==> src/rtl/core/bswec_pkg.sv <==
package bswec_pkg;

  localparam int unsigned KIND_W = 2;
  localparam int unsigned VALUE_W = 32;
  localparam int unsigned COUNT_OUT_W = 5;

  typedef logic [KIND_W-1:0] kind_t;

  localparam kind_t KIND_ADD = 2'd0;
  localparam kind_t KIND_REMOVE = 2'd1;
  localparam kind_t KIND_QUERY = 2'd2;

  typedef logic signed [VALUE_W-1:0] value_t;
  typedef logic [COUNT_OUT_W-1:0] count_out_t;

endpackage

==> src/rtl/core/bounded_set_with_even_count.sv <==
// channel | ports                                          | direction
// --------+------------------------------------------------+----------
// request | in_valid, in_stall, in_kind, in_value          | in
// result  | out_valid, out_stall, out_was_member,          | out
//         | out_dropped_full, out_member_count, out_even_count |
//
// one request per cycle sustained while out_stall is low; the request register
// feeds a parallel compare over all entries; the set and counts update, and the
// result becomes valid, as the request moves into the result register.
// rst_n clears the counts and both valid flags; entries need no clearing.
// a stalled result holds, and the request register keeps taking a new request
// whenever its content moves on in the same cycle.
module bounded_set_with_even_count #(
  parameter int unsigned CAPACITY = 16
) (
  input  logic                        clk,
  input  logic                        rst_n,
  input  logic                        in_valid,
  output logic                        in_stall,
  input  bswec_pkg::kind_t            in_kind,
  input  bswec_pkg::value_t           in_value,
  output logic                        out_valid,
  input  logic                        out_stall,
  output logic                        out_was_member,
  output logic                        out_dropped_full,
  output bswec_pkg::count_out_t       out_member_count,
  output bswec_pkg::count_out_t       out_even_count
);

  localparam int unsigned CW = $clog2(CAPACITY + 1);
  localparam int unsigned IW = (CAPACITY > 1) ? $clog2(CAPACITY) : 1;

  // request register
  logic              req_v_r;
  bswec_pkg::kind_t  req_kind_r;
  bswec_pkg::value_t req_value_r;

  // set state
  bswec_pkg::value_t entries_r [CAPACITY];
  logic [CW-1:0]     size_r, size_nxt;
  logic [CW-1:0]     even_r, even_nxt;

  // result register
  logic                  out_v_r;
  logic                  was_member_r;
  logic                  dropped_r;
  bswec_pkg::count_out_t member_count_r;
  bswec_pkg::count_out_t even_count_r;

  logic                  advance;
  logic                  fire;
  logic [CAPACITY-1:0]   hit;
  logic                  member;
  logic                  is_even;
  logic                  full;
  logic                  do_add;
  logic                  do_remove;
  logic                  dropped;
  logic [CW-1:0]         last_cnt;
  logic [IW-1:0]         last_idx;
  logic [IW-1:0]         add_idx;
  bswec_pkg::value_t     last_entry;

  assign advance  = !out_v_r || !out_stall;
  assign fire     = req_v_r && advance;
  assign in_stall = req_v_r && !advance;

  // entries never hold duplicates, so at most one occupied slot matches
  always_comb begin
    for (int i = 0; i < CAPACITY; i++) begin
      hit[i] = (entries_r[i] == req_value_r) && (CW'(i) < size_r);
    end
  end

  assign member     = |hit;
  assign is_even    = !req_value_r[0];
  assign full       = size_r >= CW'(CAPACITY);
  assign last_cnt   = size_r - CW'(1);
  assign last_idx   = last_cnt[IW-1:0];
  assign add_idx    = size_r[IW-1:0];
  assign last_entry = entries_r[last_idx];

  always_comb begin
    do_add    = 1'b0;
    do_remove = 1'b0;
    dropped   = 1'b0;
    case (req_kind_r)
      bswec_pkg::KIND_ADD: begin
        do_add  = !member && !full;
        dropped = !member && full;
      end
      bswec_pkg::KIND_REMOVE: begin
        do_remove = member && (size_r != '0);
      end
      default: begin
      end
    endcase
  end

  always_comb begin
    size_nxt = size_r;
    even_nxt = even_r;
    if (do_add) begin
      size_nxt = size_r + CW'(1);
      if (is_even) even_nxt = even_r + CW'(1);
    end else if (do_remove) begin
      size_nxt = last_cnt;
      if (is_even && (even_r != '0)) even_nxt = even_r - CW'(1);
    end
  end

  always_ff @(posedge clk) begin
    if (!rst_n) begin
      req_v_r <= 1'b0;
    end else if (!in_stall) begin
      req_v_r <= in_valid;
    end
  end

  always_ff @(posedge clk) begin
    if (in_valid && !in_stall) begin
      req_kind_r  <= in_kind;
      req_value_r <= in_value;
    end
  end

  always_ff @(posedge clk) begin
    if (!rst_n) begin
      size_r <= '0;
      even_r <= '0;
    end else if (fire) begin
      size_r <= size_nxt;
      even_r <= even_nxt;
    end
  end

  // swap remove: the matching slot takes the last occupied entry
  always_ff @(posedge clk) begin
    if (fire) begin
      for (int i = 0; i < CAPACITY; i++) begin
        if (do_add && (add_idx == IW'(i))) begin
          entries_r[i] <= req_value_r;
        end else if (do_remove && hit[i]) begin
          entries_r[i] <= last_entry;
        end
      end
    end
  end

  always_ff @(posedge clk) begin
    if (!rst_n) begin
      out_v_r <= 1'b0;
    end else if (advance) begin
      out_v_r <= req_v_r;
    end
  end

  always_ff @(posedge clk) begin
    if (fire) begin
      was_member_r   <= member;
      dropped_r      <= dropped;
      member_count_r <= bswec_pkg::count_out_t'(size_nxt);
      even_count_r   <= bswec_pkg::count_out_t'(even_nxt);
    end
  end

  assign out_valid        = out_v_r;
  assign out_was_member   = was_member_r;
  assign out_dropped_full = dropped_r;
  assign out_member_count = member_count_r;
  assign out_even_count   = even_count_r;

  a_size_bound: assert property (@(posedge clk) disable iff (!rst_n)
    size_r <= CW'(CAPACITY))
    else $error("member count above capacity");

  a_even_bound: assert property (@(posedge clk) disable iff (!rst_n)
    even_r <= size_r)
    else $error("even count above member count");

  a_state_hold: assert property (@(posedge clk) disable iff (!rst_n)
    !fire |=> $stable(size_r) && $stable(even_r))
    else $error("set counts changed without a request moving on");

  a_drop_full: assert property (@(posedge clk) disable iff (!rst_n)
    fire && dropped |-> !member && (size_r == CW'(CAPACITY)))
    else $error("add dropped while set not full or value present");

endmodule

==> config.mk <==
export PLATFORM = sky130hd
export DESIGN_NAME = bounded_set_with_even_count
export DESIGN_NICKNAME = d
export VERILOG_FILES = /design/src/rtl/core/bswec_pkg.sv /design/src/rtl/core/bounded_set_with_even_count.sv
export SDC_FILE = /design/constraint.sdc
export NUM_CORES = 2
export LEC_CHECK = 0
export ABC_AREA = 1
export ABC_CLOCK_PERIOD_IN_PS = 8000
export BUFFER_PORTS_ARGS = -buffer_cell sky130_fd_sc_hd__buf_4
export CAP_MARGIN = 25
export CELL_PAD_IN_SITES_DETAIL_PLACEMENT = 1
export CELL_PAD_IN_SITES_GLOBAL_PLACEMENT = 2
export CORE_MARGIN = 4
export CORE_UTILIZATION = 41
export CTS_CLUSTER_DIAMETER = 40
export DETAILED_ROUTE_END_ITERATION = 12
export GPL_ROUTABILITY_DRIVEN = 0
export PLACE_DENSITY = 0.84
export SYNTH_ARGS = -nofsm -noshare
export SYNTH_HDL_FRONTEND = slang
export SYNTH_SLANG_ARGS = --single-unit
==> constraint.sdc <==
create_clock -name clk -period 8 [get_ports clk]
set_input_delay 0.4 -clock clk [delete_from_list [all_inputs] [get_ports clk]]
set_output_delay 0.4 -clock clk [all_outputs]
set_load 0.02 [all_outputs]
==> metrics <==
FF-to-FF Start size_r[0]; Final ANT Viol Nets 0; ranking of synthesized cells by area edfxtp_1 (41%), nand2_1 (17%), nor2_1 (5.8%), o21ai_0 (5.5%), o21ai_1 (4.5%); period utilization 73.6%; Die Width 325 microns; hold crit path type in -> reg; Vias 44200; Seq cells post-synth 570; slowest stage delay, CP 760 ps; CTS Sinks 570; startpoint types register; Worst-path clk slew 50 ps; first-pass GRT wire length 319000 microns; Relative slew margins 21.7%; Num CTS Buffers 120; initial antenna violation count 13; Max Cap Viol 0; Overflow after GRT 0; Distinct cells, synth 44; Critical Path RT 8410 ps; Area growth syn-to-layout 14.7%; chip height 325 microns; FILL cells 12400; Gates resized, CTS repair 0; final instance count without filler cells 7142; worst path bufs/invs 3; register area share after synthesis 41.3%; final setup TNS 0 ps; Worst Max-Slew Pin Slew 1170 ps; CTS tree yes; worst-path maximum fanout 51; IO Pins 52; Starting Density 41.6%; final setup violation count 0; clk_lat worst skew 730 ps; final worst slack 2120 ps; pre-CTS setup slack 2370 ps; Leakage 0.0206 uW; Synth Cell Area 41200 sq um; layout cells sized above 1 8.12%; vias in the first global route 42200; Slew Limit Fails 0; Synth Net Count 5860; crit path kind reg -> reg; Worst Reg2Reg Path Length in Cells 15; Max Root-Sink Buffers 3; worst path cell trace buf_4, ha_1, inv_1, o21ai_0, nor2_1, nand3_1, nand2_1, nor2_1, nand2_2, nor2_4, nand2_1, nor2_1, nand2_1, a21oi_4, buf_4; via density per instance 6.19; Setup crit end kind register; largest net degree at the start of global routing 117; Post-Syn Instances 5815; worst setup path startpoint size_r[0]; status complete, no violations; Synth Warn # 0; RSZ-0062 raised after global routing false; leading area contributor after synthesis edfxtp_1; crit-path leading delay family simple AND/OR/NAND/NOR gates; die area 106000 sq um; # H-tree levels 3; Core ar. 99000 sq um; post-synth top area share 40.7%; row cnt 115; Post-Route WL 232000 microns; root buf cell clkbuf_16; Crit path depth 15; final hold violations 0; number of buffers added on ports 51; gr usage total 42.6%; nets 5790; Placed Cells 6864; Total Power 11600 uW; hold path startpoint in_value[1]; DP HPWL 159000 microns; DRT iter0 DRCs 6719; hold-critical path depth 2; DRC errors left 0; Worst Path Arrival 6300 ps; # hold bufs at CTS 37; setup bufs post-CTS 0; P per Cell Area 246 nW/um^2; WL/cell 32.5 microns; minimum clock period 5880 ps; internal reg-to-reg setup slack 2120 ps; total iterations of the first detailed-routing run 9; Max Clk Rate 170 MHz; Worst path slowest cell dfxtp_4; clock skew 30.9 ps; VDD IR max 214 uV; syn_area_per_cell 7.08 sq um
-- cells in the mapped netlist, drive strengths merged --
| master | number |
|---|---|
| nor3b | 2 |
| a21oi | 195 |
| o22ai | 20 |
| nand3b | 14 |
| dfxtp | 12 |
| xor2 | 68 |
| or2 | 4 |
| clkinv | 2 |
| xnor2 | 191 |
| buf | 233 |
| nand3 | 248 |
| inv | 505 |
| nand4 | 95 |
| o221ai | 13 |
| nor3 | 12 |
| nor2b | 11 |
| clkbuf | 162 |
| o211ai | 49 |
| o21ai | 828 |
| ha | 7 |
| nor2 | 638 |
| edfxtp | 558 |
| nand2 | 1924 |
| and2 | 22 |
| nor4 | 2 |
-- logic make-up (layout without fill, tap and decap cells) --
| family | Yosys count | after routing | share of synthesized area, % |
|---|---|---|---|
| DFF | 570 | 570 | 41.3 |
| and+or+nand+nor | 2972 | 2972 | 29.6 |
| AOI/OAI and AO/OA | 1105 | 1105 | 13.9 |
| buffers and inverters | 902 | 938 | 9.49 |
| other | 0 | 4 | 0 |
| xor gates and xnor gates | 259 | 259 | 5.51 |
| adders and majority gates | 7 | 7 | 0.213 |
-- state kept, by name, summed over array words and instances, names as in the netlist, 2 cells and up --
signal / count
even_r: 5
out_even_count: 5
size_r: 5
req_value_r: 32
entries_r: 512
out_member_count: 5
req_kind_r: 2
-- final timing paths --
path                                        end
worst max-delay path            entries_r[6][7]
worst min-delay path             req_value_r[1]
worst max register to register  entries_r[6][7]
worst min register to register        out_valid
-- placed cells by master, fill, tap and decap left out, types with 3 or more instances in the layout --
| master | instances |
|---|---|
| a21oi_1 | 179 |
| a21oi_4 | 16 |
| and2_1 | 22 |
| buf_12 | 9 |
| buf_16 | 8 |
| buf_4 | 149 |
| bufinv_16 | 23 |
| clkbuf_1 | 10 |
| clkbuf_16 | 123 |
| clkinv_1 | 20 |
| clkinv_2 | 20 |
| clkinv_4 | 11 |
| clkinvlp_4 | 11 |
| dfxtp_1 | 11 |
| diode_2 | 4 |
| dlygate4sd3_1 | 37 |
| edfxtp_1 | 558 |
| ha_1 | 6 |
| inv_1 | 452 |
| inv_2 | 46 |
| inv_6 | 13 |
| nand2_1 | 1918 |
| nand2_2 | 4 |
| nand3_1 | 246 |
| nand3b_1 | 14 |
| nand4_1 | 80 |
| nand4_2 | 3 |
| nand4_4 | 12 |
| nor2_1 | 630 |
| nor2_4 | 5 |
| nor2b_1 | 11 |
| nor3_1 | 12 |
| o211ai_1 | 49 |
| o21ai_0 | 454 |
| o21ai_1 | 372 |
| o221ai_1 | 13 |
| o22ai_1 | 20 |
| or2_2 | 3 |
| xnor2_1 | 190 |
| xor2_1 | 67 |
-- where the power goes --
part	total [uW]	switching, uW	leakage, uW	internal [uW]
Sequential	3350	34.5	0.00515	3310
Clock	5410	1850	0.00208	3550
Combinational	2850	2350	0.0134	498
-- metrics by stage --
stage,utilization (%),instance area [sq um],hold WS [ps]
3_5_place_dp,42.8,42300,529
6_report,47.7,47200,400
5_1_grt,47.7,47200,395
2_1_floorplan,-,41200,457
4_1_cts,47.5,47000,361
3_3_place_gp,42.6,42200,507
-- final cells by class --
class	instances	area, sq um	share of cell area, %
Timing Repair Buffer	203	1890	4.00
Inverter	507	1920	4.06
Clock buffer	134	3130	6.63
Multi-Input combinational cell	4343	20500	43.4
Tap cell	1287	1610	3.41
Sequential cell	570	17000	36.0
Antenna cell	4	10.0	0.0212
Clock inverter	94	1170	2.47
-- metal layers --
metal,vias to the layer above,share of wire [%],GRT usage (%)
met5,-,0.0086,0
met4,4,8.3,28.4
met3,769,13,12.7
met2,3028,41,61.2
met1,21500,38,55.5
li1,18900,-,-
(Power assumes the default switching activity.)
